==> src/hw/rtl/kip_pkg.sv <==
// ----------------------------------------------------------------------------
// kip_pkg
// Shared types, constants and the microcode program of the keyed index
// permutation block.
// ----------------------------------------------------------------------------
`default_nettype none

package kip_pkg;

    localparam int DOM_W   = 62;          // widest index range in bits
    localparam int W_WORD  = 64;          // datapath word
    localparam int KEY_W   = 32;
    localparam int CNT_W   = 31;
    localparam int CFG_W   = DOM_W;       // configuration data port
    localparam int IDX_W   = 3;           // configuration register index
    localparam int SAMP_W  = 31;
    localparam int HALF_W  = W_WORD / 2;
    localparam int PC_W    = 6;
    localparam int SH_W    = 6;

    localparam logic [W_WORD-1:0] GOLDEN_INC = 64'h9E3779B97F4A7C15;
    localparam logic [W_WORD-1:0] SM_MUL_A   = 64'hBF58476D1CE4E5B9;
    localparam logic [W_WORD-1:0] SM_MUL_B   = 64'h94D049BB133111EB;
    localparam logic [W_WORD-1:0] PERM_MUL_A = 64'hFF51AFD7ED558CCD;
    localparam logic [W_WORD-1:0] PERM_MUL_B = 64'hC4CEB9FE1A85EC53;
    localparam logic [W_WORD-1:0] COL_OFFSET = 64'hD1B54A32D192ED03;
    localparam logic [W_WORD-1:0] NNZ_OFFSET = 64'hABC98388FB8FAC03;
    // Offsets folded with the splitmix increment, wrapping at 64 bits.
    localparam logic [W_WORD-1:0] ROW_ADD    = GOLDEN_INC;
    localparam logic [W_WORD-1:0] COL_ADD    = COL_OFFSET + GOLDEN_INC;
    localparam logic [W_WORD-1:0] NNZ_ADD    = NNZ_OFFSET + GOLDEN_INC;

    typedef enum logic [IDX_W-1:0] {
        REG_KEY_HIGH      = 3'd0,
        REG_KEY_LOW       = 3'd1,
        REG_ROW_COUNT     = 3'd2,
        REG_COL_COUNT     = 3'd3,
        REG_NONZERO_COUNT = 3'd4,
        REG_DOMAIN_SIZE   = 3'd5
    } t_reg_idx;

    typedef enum logic [3:0] {
        ALU_NOP,
        ALU_LOAD_MIX,
        ALU_XSH,
        ALU_LOAD_K,
        ALU_XSEED,
        ALU_MUL_P0,
        ALU_MUL_P1,
        ALU_MUL_P2,
        ALU_MUL_P3
    } t_alu_op;

    typedef enum logic [1:0] {
        SEED_KEEP,
        SEED_INIT,
        SEED_XOR
    } t_seed_op;

    typedef enum logic [1:0] {
        MIX_ROW,
        MIX_COL,
        MIX_NNZ
    } t_mix_src;

    typedef enum logic [1:0] {
        MC_SM_A,
        MC_SM_B,
        MC_PERM_A,
        MC_PERM_B
    } t_mul_const;

    typedef enum logic [1:0] {
        COND_NONE,
        COND_OOR,
        COND_SEED_OK,
        COND_GE_DOM
    } t_cond;

    typedef enum logic {
        RES_V,
        RES_DOM
    } t_res_sel;

    typedef struct packed {
        t_alu_op          op;
        t_seed_op         sop;
        t_mix_src         src;
        t_mul_const       mc;
        logic [SH_W-1:0]  sh;
        logic             msk;
        t_cond            cond;
        logic [PC_W-1:0]  tgt;
        logic             done;
        t_res_sel         rsel;
        logic             set_ok;
    } t_ctrl;

    typedef struct packed {
        logic en;       // the current step executes
        logic finish;   // the current step delivers the result item
        logic accept;   // an input item is taken this cycle
    } t_exec;

    typedef struct packed {
        logic oor;          // sample number outside the index range
        logic seed_ok;      // cached seed matches the configuration
        logic ge_dom;       // working value outside the index range
        logic out_blocked;  // output register full and stalled
    } t_stat;

    typedef struct packed {
        logic [KEY_W-1:0] key_high;
        logic [KEY_W-1:0] key_low;
        logic [CNT_W-1:0] row_count;
        logic [CNT_W-1:0] col_count;
        logic [CNT_W-1:0] nonzero_count;
        logic [DOM_W-1:0] domain_size;
        logic [DOM_W-1:0] mask;
    } t_cfg;

    // Program entry points.
    localparam logic [PC_W-1:0] A_SCR  = 6'd41;
    localparam logic [PC_W-1:0] A_LOOP = 6'd42;
    localparam logic [PC_W-1:0] A_ERR  = 6'd55;

    localparam t_ctrl CW_NOP = '{
        op: ALU_NOP, sop: SEED_KEEP, src: MIX_ROW, mc: MC_SM_A, sh: '0,
        msk: 1'b0, cond: COND_NONE, tgt: '0, done: 1'b0, rsel: RES_V,
        set_ok: 1'b0
    };

    function automatic t_ctrl cw_xsh(input logic [SH_W-1:0] sh, input logic msk);
        t_ctrl w;
        w     = CW_NOP;
        w.op  = ALU_XSH;
        w.sh  = sh;
        w.msk = msk;
        return w;
    endfunction

    function automatic t_ctrl cw_mul(input t_alu_op ph, input t_mul_const mc,
                                     input logic msk);
        t_ctrl w;
        w     = CW_NOP;
        w.op  = ph;
        w.mc  = mc;
        w.msk = msk;
        return w;
    endfunction

    function automatic t_ctrl cw_mix(input t_mix_src src, input t_seed_op sop);
        t_ctrl w;
        w     = CW_NOP;
        w.op  = ALU_LOAD_MIX;
        w.src = src;
        w.sop = sop;
        return w;
    endfunction

    // Program layout:
    //   0       range check of the sample number
    //   1       load sample, skip seed build when the cached seed is current
    //   2..14   seed = key, xor mix of row count
    //   15..27  xor mix of column count
    //   28..40  xor mix of nonzero count, mark seed current
    //   41      load sample
    //   42..53  one scramble round
    //   54      walk again while outside the range, else deliver
    //   55      deliver the out-of-range marker
    function automatic t_ctrl ucode_word(input logic [PC_W-1:0] a);
        t_ctrl w;
        w = CW_NOP;
        unique case (a)
            6'd0: begin
                w.cond = COND_OOR;
                w.tgt  = A_ERR;
            end
            6'd1: begin
                w.op   = ALU_LOAD_K;
                w.cond = COND_SEED_OK;
                w.tgt  = A_LOOP;
            end
            6'd2:                 w = cw_mix(MIX_ROW, SEED_INIT);
            6'd15:                w = cw_mix(MIX_COL, SEED_KEEP);
            6'd28:                w = cw_mix(MIX_NNZ, SEED_KEEP);
            6'd3, 6'd16, 6'd29:   w = cw_xsh(6'd30, 1'b0);
            6'd4, 6'd17, 6'd30:   w = cw_mul(ALU_MUL_P0, MC_SM_A, 1'b0);
            6'd5, 6'd18, 6'd31:   w = cw_mul(ALU_MUL_P1, MC_SM_A, 1'b0);
            6'd6, 6'd19, 6'd32:   w = cw_mul(ALU_MUL_P2, MC_SM_A, 1'b0);
            6'd7, 6'd20, 6'd33:   w = cw_mul(ALU_MUL_P3, MC_SM_A, 1'b0);
            6'd8, 6'd21, 6'd34:   w = cw_xsh(6'd27, 1'b0);
            6'd9, 6'd22, 6'd35:   w = cw_mul(ALU_MUL_P0, MC_SM_B, 1'b0);
            6'd10, 6'd23, 6'd36:  w = cw_mul(ALU_MUL_P1, MC_SM_B, 1'b0);
            6'd11, 6'd24, 6'd37:  w = cw_mul(ALU_MUL_P2, MC_SM_B, 1'b0);
            6'd12, 6'd25, 6'd38:  w = cw_mul(ALU_MUL_P3, MC_SM_B, 1'b0);
            6'd13, 6'd26, 6'd39:  w = cw_xsh(6'd31, 1'b0);
            6'd14, 6'd27:         w.sop = SEED_XOR;
            6'd40: begin
                w.sop    = SEED_XOR;
                w.set_ok = 1'b1;
            end
            6'd41:                w.op = ALU_LOAD_K;
            6'd42: begin
                w.op  = ALU_XSEED;
                w.msk = 1'b1;
            end
            6'd43:                w = cw_xsh(6'd33, 1'b0);
            6'd44:                w = cw_mul(ALU_MUL_P0, MC_PERM_A, 1'b0);
            6'd45:                w = cw_mul(ALU_MUL_P1, MC_PERM_A, 1'b0);
            6'd46:                w = cw_mul(ALU_MUL_P2, MC_PERM_A, 1'b0);
            6'd47:                w = cw_mul(ALU_MUL_P3, MC_PERM_A, 1'b1);
            6'd48:                w = cw_xsh(6'd29, 1'b0);
            6'd49:                w = cw_mul(ALU_MUL_P0, MC_PERM_B, 1'b0);
            6'd50:                w = cw_mul(ALU_MUL_P1, MC_PERM_B, 1'b0);
            6'd51:                w = cw_mul(ALU_MUL_P2, MC_PERM_B, 1'b0);
            6'd52:                w = cw_mul(ALU_MUL_P3, MC_PERM_B, 1'b1);
            6'd53:                w = cw_xsh(6'd32, 1'b1);
            6'd54: begin
                w.cond = COND_GE_DOM;
                w.tgt  = A_LOOP;
                w.done = 1'b1;
                w.rsel = RES_V;
            end
            6'd55: begin
                w.done = 1'b1;
                w.rsel = RES_DOM;
            end
            default: w = CW_NOP;
        endcase
        return w;
    endfunction

endpackage

`default_nettype wire

==> src/hw/rtl/kip_cfg.sv <==
// ----------------------------------------------------------------------------
// kip_cfg
// Configuration registers with the power-of-two range mask kept alongside
// the range size.
// ----------------------------------------------------------------------------
`default_nettype none

module kip_cfg import kip_pkg::*; (
    input  wire logic              i_clk,
    input  wire logic              i_rst_n,
    input  wire logic              i_cfg_we,
    input  wire logic [IDX_W-1:0]  i_cfg_index,
    input  wire logic [CFG_W-1:0]  i_cfg_data,
    output t_cfg                   o_cfg,
    output logic                   o_seed_dirty
);

    t_cfg              r_cfg;
    logic [DOM_W-1:0]  dom_new;
    logic [DOM_W-1:0]  smear;

    // A zero range size is stored as one. The mask covers every bit up to
    // the highest set bit of size minus one, and is never narrower than one bit.
    always_comb begin
        dom_new = (i_cfg_data[DOM_W-1:0] == '0) ? DOM_W'(1) : i_cfg_data[DOM_W-1:0];
        smear   = dom_new - DOM_W'(1);
        smear   = smear | (smear >> 1);
        smear   = smear | (smear >> 2);
        smear   = smear | (smear >> 4);
        smear   = smear | (smear >> 8);
        smear   = smear | (smear >> 16);
        smear   = smear | (smear >> 32);
        smear   = smear | DOM_W'(1);
    end

    always_ff @(posedge i_clk) begin
        if (!i_rst_n) begin
            r_cfg.key_high      <= '0;
            r_cfg.key_low       <= '0;
            r_cfg.row_count     <= '0;
            r_cfg.col_count     <= '0;
            r_cfg.nonzero_count <= '0;
            r_cfg.domain_size   <= DOM_W'(1);
            r_cfg.mask          <= DOM_W'(1);
        end else if (i_cfg_we) begin
            unique case (i_cfg_index)
                REG_KEY_HIGH:      r_cfg.key_high      <= i_cfg_data[KEY_W-1:0];
                REG_KEY_LOW:       r_cfg.key_low       <= i_cfg_data[KEY_W-1:0];
                REG_ROW_COUNT:     r_cfg.row_count     <= i_cfg_data[CNT_W-1:0];
                REG_COL_COUNT:     r_cfg.col_count     <= i_cfg_data[CNT_W-1:0];
                REG_NONZERO_COUNT: r_cfg.nonzero_count <= i_cfg_data[CNT_W-1:0];
                REG_DOMAIN_SIZE: begin
                    r_cfg.domain_size <= dom_new;
                    r_cfg.mask        <= smear;
                end
                default: ;
            endcase
        end
    end

    always_comb begin
        o_seed_dirty = 1'b0;
        if (i_cfg_we) begin
            unique case (i_cfg_index)
                REG_KEY_HIGH, REG_KEY_LOW, REG_ROW_COUNT, REG_COL_COUNT,
                REG_NONZERO_COUNT: o_seed_dirty = 1'b1;
                default:           o_seed_dirty = 1'b0;
            endcase
        end
    end

    assign o_cfg = r_cfg;

endmodule

`default_nettype wire

==> src/hw/rtl/kip_seq.sv <==
// ----------------------------------------------------------------------------
// kip_seq
// Microcode sequencer: step counter, program table lookup and conditional
// jumps; takes one item at a time.
// ----------------------------------------------------------------------------
`default_nettype none

module kip_seq import kip_pkg::*; (
    input  wire logic  i_clk,
    input  wire logic  i_rst_n,
    input  wire logic  i_in_valid,
    output logic       o_in_stall,
    input  t_stat      i_stat,
    output t_ctrl      o_ctrl,
    output t_exec      o_exec
);

    logic             r_busy;
    logic [PC_W-1:0]  r_pc;
    t_ctrl            cw;
    logic             cond_hit;
    logic             hold;
    t_exec            ex;

    assign cw = ucode_word(r_pc);

    always_comb begin
        unique case (cw.cond)
            COND_NONE:    cond_hit = 1'b0;
            COND_OOR:     cond_hit = i_stat.oor;
            COND_SEED_OK: cond_hit = i_stat.seed_ok;
            COND_GE_DOM:  cond_hit = i_stat.ge_dom;
            default:      cond_hit = 1'b0;
        endcase
    end

    // A delivering step waits while the previous result is still held.
    assign hold      = cw.done && !cond_hit && i_stat.out_blocked;
    assign ex.en     = r_busy && !hold;
    assign ex.finish = r_busy && !hold && cw.done && !cond_hit;
    assign ex.accept = i_in_valid && !r_busy;

    always_ff @(posedge i_clk) begin
        if (!i_rst_n) begin
            r_busy <= 1'b0;
            r_pc   <= '0;
        end else if (ex.accept) begin
            r_busy <= 1'b1;
            r_pc   <= '0;
        end else if (ex.en) begin
            if (ex.finish) begin
                r_busy <= 1'b0;
            end
            r_pc <= cond_hit ? cw.tgt : r_pc + PC_W'(1);
        end
    end

    assign o_in_stall = r_busy;
    assign o_ctrl     = cw;
    assign o_exec     = ex;

endmodule

`default_nettype wire

==> src/hw/rtl/kip_dp.sv <==
// ----------------------------------------------------------------------------
// kip_dp
// Datapath: working value, seed cache, one shared 32x32 multiplier with an
// accumulator, and the output register.
// ----------------------------------------------------------------------------
`default_nettype none

module kip_dp import kip_pkg::*; (
    input  wire logic               i_clk,
    input  wire logic               i_rst_n,
    input  t_cfg                    i_cfg,
    input  wire logic               i_seed_dirty,
    input  t_ctrl                   i_ctrl,
    input  t_exec                   i_exec,
    input  wire logic [SAMP_W-1:0]  i_sample_number,
    input  wire logic               i_out_stall,
    output t_stat                   o_stat,
    output logic                    o_out_valid,
    output logic [DOM_W-1:0]        o_linear_index
);

    logic [SAMP_W-1:0]  r_k;
    logic [W_WORD-1:0]  r_v;
    logic [W_WORD-1:0]  r_seed;
    logic [W_WORD-1:0]  r_acc;
    logic [W_WORD-1:0]  r_prod;
    logic               r_seed_ok;
    logic               r_out_valid;
    logic [DOM_W-1:0]   r_index;

    logic [W_WORD-1:0]  n_v;
    logic [W_WORD-1:0]  mask64;
    logic [W_WORD-1:0]  dom64;
    logic [W_WORD-1:0]  mconst;
    logic [HALF_W-1:0]  mul_a;
    logic [HALF_W-1:0]  mul_b;
    logic [W_WORD-1:0]  mul_p;
    logic [W_WORD-1:0]  mix_src;
    logic [W_WORD-1:0]  mix_add;
    logic [W_WORD-1:0]  prod_hi;

    assign mask64 = {{(W_WORD-DOM_W){1'b0}}, i_cfg.mask};
    assign dom64  = {{(W_WORD-DOM_W){1'b0}}, i_cfg.domain_size};

    always_comb begin
        unique case (i_ctrl.mc)
            MC_SM_A:   mconst = SM_MUL_A;
            MC_SM_B:   mconst = SM_MUL_B;
            MC_PERM_A: mconst = PERM_MUL_A;
            MC_PERM_B: mconst = PERM_MUL_B;
            default:   mconst = SM_MUL_A;
        endcase
    end

    always_comb begin
        unique case (i_ctrl.src)
            MIX_ROW: begin
                mix_src = {{(W_WORD-CNT_W){1'b0}}, i_cfg.row_count};
                mix_add = ROW_ADD;
            end
            MIX_COL: begin
                mix_src = {{(W_WORD-CNT_W){1'b0}}, i_cfg.col_count};
                mix_add = COL_ADD;
            end
            MIX_NNZ: begin
                mix_src = {{(W_WORD-CNT_W){1'b0}}, i_cfg.nonzero_count};
                mix_add = NNZ_ADD;
            end
            default: begin
                mix_src = '0;
                mix_add = ROW_ADD;
            end
        endcase
    end

    // A 64-bit product modulo 2^64 in three partial products: low by low,
    // then the two cross terms, of which only the low halves reach the result.
    assign mul_a   = (i_ctrl.op == ALU_MUL_P2) ? r_v[W_WORD-1:HALF_W] : r_v[HALF_W-1:0];
    assign mul_b   = (i_ctrl.op == ALU_MUL_P1) ? mconst[W_WORD-1:HALF_W] : mconst[HALF_W-1:0];
    assign mul_p   = mul_a * mul_b;
    assign prod_hi = {r_prod[HALF_W-1:0], {HALF_W{1'b0}}};

    always_comb begin
        unique case (i_ctrl.op)
            ALU_NOP:      n_v = r_v;
            ALU_LOAD_MIX: n_v = mix_src + mix_add;
            ALU_XSH:      n_v = r_v ^ (r_v >> i_ctrl.sh);
            ALU_LOAD_K:   n_v = {{(W_WORD-SAMP_W){1'b0}}, r_k};
            ALU_XSEED:    n_v = r_v ^ r_seed;
            ALU_MUL_P0,
            ALU_MUL_P1,
            ALU_MUL_P2:   n_v = r_v;
            ALU_MUL_P3:   n_v = r_acc + prod_hi;
            default:      n_v = r_v;
        endcase
        if (i_ctrl.msk) begin
            n_v = n_v & mask64;
        end
    end

    always_ff @(posedge i_clk) begin
        if (i_exec.accept) begin
            r_k <= i_sample_number;
        end
        if (i_exec.en) begin
            r_v    <= n_v;
            r_prod <= mul_p;
            if (i_ctrl.op == ALU_MUL_P1) begin
                r_acc <= r_prod;
            end else if (i_ctrl.op == ALU_MUL_P2) begin
                r_acc <= r_acc + prod_hi;
            end
            unique case (i_ctrl.sop)
                SEED_KEEP: r_seed <= r_seed;
                SEED_INIT: r_seed <= {i_cfg.key_high, i_cfg.key_low};
                SEED_XOR:  r_seed <= r_seed ^ r_v;
                default:   r_seed <= r_seed;
            endcase
        end
        if (i_exec.finish) begin
            r_index <= (i_ctrl.rsel == RES_DOM) ? i_cfg.domain_size : r_v[DOM_W-1:0];
        end
    end

    always_ff @(posedge i_clk) begin
        if (!i_rst_n) begin
            r_seed_ok   <= 1'b0;
            r_out_valid <= 1'b0;
        end else begin
            if (i_seed_dirty) begin
                r_seed_ok <= 1'b0;
            end else if (i_exec.en && i_ctrl.set_ok) begin
                r_seed_ok <= 1'b1;
            end
            if (i_exec.finish) begin
                r_out_valid <= 1'b1;
            end else if (r_out_valid && !i_out_stall) begin
                r_out_valid <= 1'b0;
            end
        end
    end

    assign o_stat.oor         = {{(DOM_W-SAMP_W){1'b0}}, r_k} >= i_cfg.domain_size;
    assign o_stat.seed_ok     = r_seed_ok;
    assign o_stat.ge_dom      = r_v >= dom64;
    assign o_stat.out_blocked = r_out_valid && i_out_stall;

    assign o_out_valid    = r_out_valid;
    assign o_linear_index = r_index;

endmodule

`default_nettype wire

==> src/hw/rtl/keyed_index_permutation.sv <==
// An item in range passes the range check and the sample load, then the seed build
// only after a change of a key or count, then walking rounds until it lies in range.
// Each walking round is 13 microcode steps through one shared 32x32 multiplier
// (three partial products per 64-bit multiply).
// An out-of-range sample number goes from the range check to its marker; the next item is taken
// the cycle after a result is written. Synchronous active-low reset.
// ----------------------------------------------------------------------------
// keyed_index_permutation
// Keyed permutation of sample numbers onto a linear index range by cycle
// walking a masked multiply-xorshift bijection.
// ----------------------------------------------------------------------------
`default_nettype none

module keyed_index_permutation import kip_pkg::*; (
    input  wire logic               i_clk,
    input  wire logic               i_rst_n,
    input  wire logic               i_in_valid,
    output logic                    o_in_stall,
    input  wire logic [SAMP_W-1:0]  i_sample_number,
    output logic                    o_out_valid,
    input  wire logic               i_out_stall,
    output logic [DOM_W-1:0]        o_linear_index,
    input  wire logic               i_cfg_we,
    input  wire logic [IDX_W-1:0]   i_cfg_index,
    input  wire logic [CFG_W-1:0]   i_cfg_data
);

    t_cfg   cfg;
    logic   seed_dirty;
    t_ctrl  ctrl;
    t_exec  exec;
    t_stat  stat;

    kip_cfg u_cfg (
        .i_clk        (i_clk),
        .i_rst_n      (i_rst_n),
        .i_cfg_we     (i_cfg_we),
        .i_cfg_index  (i_cfg_index),
        .i_cfg_data   (i_cfg_data),
        .o_cfg        (cfg),
        .o_seed_dirty (seed_dirty)
    );

    kip_seq u_seq (
        .i_clk      (i_clk),
        .i_rst_n    (i_rst_n),
        .i_in_valid (i_in_valid),
        .o_in_stall (o_in_stall),
        .i_stat     (stat),
        .o_ctrl     (ctrl),
        .o_exec     (exec)
    );

    kip_dp u_dp (
        .i_clk           (i_clk),
        .i_rst_n         (i_rst_n),
        .i_cfg           (cfg),
        .i_seed_dirty    (seed_dirty),
        .i_ctrl          (ctrl),
        .i_exec          (exec),
        .i_sample_number (i_sample_number),
        .i_out_stall     (i_out_stall),
        .o_stat          (stat),
        .o_out_valid     (o_out_valid),
        .o_linear_index  (o_linear_index)
    );

endmodule

`default_nettype wire

==> config.mk <==
export PLATFORM = sky130hd
export DESIGN_NAME = keyed_index_permutation
export DESIGN_NICKNAME = d
export VERILOG_FILES = /design/src/hw/rtl/kip_pkg.sv /design/src/hw/rtl/kip_cfg.sv /design/src/hw/rtl/kip_seq.sv /design/src/hw/rtl/kip_dp.sv /design/src/hw/rtl/keyed_index_permutation.sv
export SDC_FILE = /design/constraint.sdc
export NUM_CORES = 2
export LEC_CHECK = 0
export ABC_AREA = 1
export BUFFER_PORTS_ARGS = -buffer_cell sky130_fd_sc_hd__buf_2
export CAP_MARGIN = 20
export CORE_ASPECT_RATIO = 1.25
export CORE_MARGIN = 4
export CORE_UTILIZATION = 36
export CTS_CLUSTER_DIAMETER = 50
export DETAILED_ROUTE_END_ITERATION = 8
export HOLD_SLACK_MARGIN = 0.15
export SLEW_MARGIN = 20
export SYNTH_ARGS = -nofsm -noshare
export SYNTH_HDL_FRONTEND = slang
export SYNTH_HIERARCHICAL = 1
export SYNTH_SLANG_ARGS = --single-unit
==> constraint.sdc <==
create_clock -name i_clk -period 8.5 [get_ports i_clk]
set_clock_uncertainty 0.2 [all_clocks]
set_input_delay 1.275 -clock i_clk [delete_from_list [all_inputs] [get_ports i_clk]]
set_output_delay 1.275 -clock i_clk [all_outputs]
set_load 0.1 [all_outputs]
After elaboration in Yosys (flattened, before gate mapping)
Index checks and enable logic that the tools add are counted.

Register bits: 638. Latch bits: 0. Bits in writable memories: 0. Memory bits (read-only): 0. Output and inout port bits: 64. Logic and storage cells: 191. Memories: 0.

Add/subtract/negate cells: 4. $mul: 1. Div/mod/pow operators: 0. $lt $le $gt $ge: 2. Equality and inequality tests: 77. Shift operators: 1. Multiplexer cells: 28. Bitwise operators: 10. Reductions and logical operators: 51.

Operators with widths (count): 64-bit case mux with 5 select lines (1); 64-bit case mux with 2 select lines (2); 64-bit case mux with 4 select lines (1); 64-bit 2-to-1 mux (3); 6-bit == test, second input constant (24); 64-bit XOR (2); 62-bit 2-to-1 mux (2); 10-bit case mux with 11 select lines (1); 6-bit by 5-bit == test with 1-bit output, second input constant (16); 31-bit case mux with 3 select lines (1); 31-bit by 64-bit adder with 64-bit output (1); 64-bit adder (1); 64-bit by 62-bit bitwise AND with 64-bit output (1); 64-bit by 62-bit >= comparator with 1-bit output (1); 32-bit by 32-bit multiplier with 64-bit output (1); 32-bit 2-to-1 mux (2); 64-bit by 6-bit >> shifter with 64-bit output (1); 31-bit by 62-bit >= comparator with 1-bit output (1); 62-bit zero test (1); 62-bit by 30-bit bitwise OR with 62-bit output (1); 62-bit by 46-bit bitwise OR with 62-bit output (1); 62-bit by 54-bit bitwise OR with 62-bit output (1); 62-bit by 58-bit bitwise OR with 62-bit output (1); 62-bit by 60-bit bitwise OR with 62-bit output (1); other kinds (36) (106).

Logic depth before layout (Yosys ltp)
Depth in word-level cells: 14. Mapped depth: 48.

Modules after synthesis
The synthesis kept the hierarchy.

Modules (own cells, without submodules): kip_dp (times used 1, cells each 7733, area each 60276.6 um^2, sequential area each 10520.1 um^2); kip_cfg (times used 1, cells each 1827, area each 12768.5 um^2, sequential area each 5605.4 um^2); kip_seq (times used 1, cells each 215, area each 1229.9 um^2, sequential area each 140.1 um^2).

Worst setup path before layout
Ideal clock, no wire load.

Kind: reg-to-reg. From: reg u_seq.r_pc[1]. To: reg u_dp.r_prod[63], data pin. Library setup time: 0.252 ns. Arrival: 8.255 ns. Slack: -0.207 ns. Cell stages (with the launch flop): 41. Path buffers: 2. Cell sequence: dfxtp_1 ha_1 inv_1 nor2_1 inv_1 o2111ai_1 inv_1 ha_1 nor2_1 inv_1 nor2_1 inv_2 nand2_1 buf_2 buf_2 nor2_1 fa_1 fa_1 [... 5 more ...] fa_1 fa_1 inv_1 fa_1 inv_1 ha_1 inv_1 o21ai_0 inv_1 o21ai_0 a21oi_1 o21bai_1 a21oi_1 nand2_1 a21oi_1 inv_1 nand2_1 nand2_1.

RTL lines: start: declaration (RTL line kip_seq.sv:19) `logic [PC_W-1:0] r_pc;`; start signal: assignment (RTL line kip_seq.sv:54) `r_pc <= cond_hit ? cw.tgt : r_pc + PC_W'(1);`; end signal: assignment (RTL line kip_dp.sv:107) `r_prod <= mul_p;`; end: declaration (RTL line kip_dp.sv:26) `logic [W_WORD-1:0] r_prod;`.

==> run summary <==
status = finished, violations left
failing checks = negative setup slack
DRC = 0
flop2flop setup slack = -0.74 ns
share of layout cells above drive strength 1 = 0.205
H-tree depth = 3
dpl cells = 13,200
worst slack at placement = -1.78 ns
die height = 516 um
Tcrit/Tclk final = 1.09
P&R area growth vs syn = 24.3%
Vias = 73,500
crit start category = register
dpl hpwl = 310,000 um
Initial Util = 0.362
Post-Synthesis Cell Area = 74,200 sq um
worst hold path depth = 2
r2r worst-path depth = 40
cts bufs inserted = 79
post-synthesis net count = 11,200
worst-margin pin slew = 1.18 ns
Worst path max stage delay = 0.62 ns
Sink Count = 638
CP max stage cell = fa_2
final antenna-violating net count = 0
clock slew seen by the registers of the worst setup and hold paths = 0.06 ns
synthesized instance count = 9,770
Max Buffers Root-to-Sink = 3
largest net degree at the start of global routing = 125
row cnt = 186
post-route insts no fill = 13,500
CP arrival = 9.49 ns
vias per cell = 5.46
initial antenna violation count = 12
Slew headroom = 0.215
die area = 214,000 sq um
Pins Over Slew Limit = 0
hold_ws = 0.247 ns
FMAX = 0.108 GHz
crit-path max FO = 10
Critical Path RT = 8.75 ns
first-pass GRT wire length = 531,000 um
post-synthesis area per instance = 7.60 sq um
overflow left after global routing = 0
RR Endpoint = u_dp/r_prod[57]$_DFFE_PP_
total core area = 205,000 sq um
Hold WC Path Type = register to register
Ports = 165
final wirelength = 377,000 um
clk_lat worst skew = 0.72 ns
final setup margin = -0.744 ns
# Max-Cap Violations = 0
Net count, final = 12,100
Die Width = 414 um
IO Port Bufs = 164
Critical Path End Type = register
RSZ-0062 raised after global routing = yes
WL/cell = 28.0 um
final setup vio count = 47
crit path time final = 9.24 ns
Pre-Repair DR Iteration Count = 9
DR iter-0 viols = 7,091
clock root cell = clkbuf_16
min-delay src = u_cfg/o_cfg[149]$_SDFFE_PN0P_
CTS tree = done
final hold violations = 0
Syn. warnings = 6
vias in the first global route = 74,500
Global Route Usage Sum = 0.344
GP Congestion = 1.04
CP Class = register to register
WHS Endpoint = u_cfg/o_cfg[149]$_SDFFE_PN0P_
RR Startpoint = u_seq/r_pc[1]$_SDFFE_PP0P_
-- cell usage in the layout, fill, tap and decap left out, types with 83 or more instances in the layout --
cell type,n
a21oi_1,471
buf_12,87
buf_2,163
buf_4,855
buf_6,83
clkbuf_16,87
dfxtp_1,283
edfxtp_1,349
fa_1,827
ha_1,384
inv_1,1481
inv_2,109
nand2_1,1843
nand2_2,85
nand3_1,771
nor2_1,1068
nor2_2,163
o21ai_0,460
xor2_1,111
-- final cells by class --
class / instances / area (sq um)
Inverter: 1629 / 6240
Clock inverter: 51 / 611
Multi-Input combinational cell: 7091 / 53100
Clock buffer: 96 / 2130
Antenna cell: 11 / 27.5
Fill cell: 20700 / 113000
Sequential cell: 638 / 16300
Timing Repair Buffer: 1217 / 10400
Tap cell: 2726 / 3410
-- registers in the layout, summed over array words and instances (netlist names), 6 cells and up --
name and cells:
u_cfg/o_cfg 280, u_dp/o_linear_index 62, u_dp/r_acc 64, u_dp/r_k 31, u_dp/r_prod 64, u_dp/r_seed 64, u_dp/r_v 64, u_seq/r_pc 6
-- critical path: cells and delay by family (launching register included) --
family	cells	cell delay (ns)
AOI/OAI and AO/OA	3	0.22
DFF	1	0.37
adders and majority gates	11	4.89
and+or+nand+nor	12	1.80
xor gates and xnor gates	1	0.12
buffers and inverters	13	1.35
-- per-stage QoR --
stage          instance area [sq um]   util  TNS, ns
5_1_grt                        92300  0.450   -36.34
3_3_place_gp                   84600  0.412   -67.12
2_1_floorplan                  74300      -        0
3_5_place_dp                   84600  0.412   -70.12
4_1_cts                        90100  0.439   -24.45
6_report                       92300  0.450   -24.87
-- how the worst max path moves through the flow --
| stage | startpoint | endpoint | cells past startpoint |
|---|---|---|---|
| 6_report | u_seq/r_pc[1]$_SDFFE_PP0P_ | u_dp/r_prod[57]$_DFFE_PP_ | 40 |
| 5_1_grt | u_seq/r_pc[1]$_SDFFE_PP0P_ | u_dp/r_prod[57]$_DFFE_PP_ | 41 |
| 4_1_cts | u_seq/r_pc[1]$_SDFFE_PP0P_ | u_dp/r_prod[51]$_DFFE_PP_ | 48 |
| 3_5_place_dp | u_seq/r_pc[0]$_SDFFE_PP0P_ | u_dp/r_prod[51]$_DFFE_PP_ | 41 |
| 3_3_place_gp | u_seq/r_pc[0]$_SDFFE_PP0P_ | u_dp/r_prod[51]$_DFFE_PP_ | 41 |
| 2_1_floorplan | u_seq/r_pc[0]$_SDFFE_PP0P_ | u_dp/r_prod[63]$_DFFE_PP_ | 40 |
-- what timing repair did --
action	in CTS	in global routing
hold buffers	0	0
pin swaps	106	202
cloned	5	5
setup buffers	67	60
resized for setup	548	470
endpoints found under the setup margin	54	54
-- per-layer routing --
layer	vias up	share of wire	GRT usage
met1	36100	0.35	0.382
met3	1180	0.062	0.0433
met2	3502	0.46	0.569
met4	10	0.12	0.328
met5	-	0.00019	0
li1	32700	-	-
Power is not shown: default switching activity piles up to over one toggle a cycle in this logic, so the estimate is an artifact.
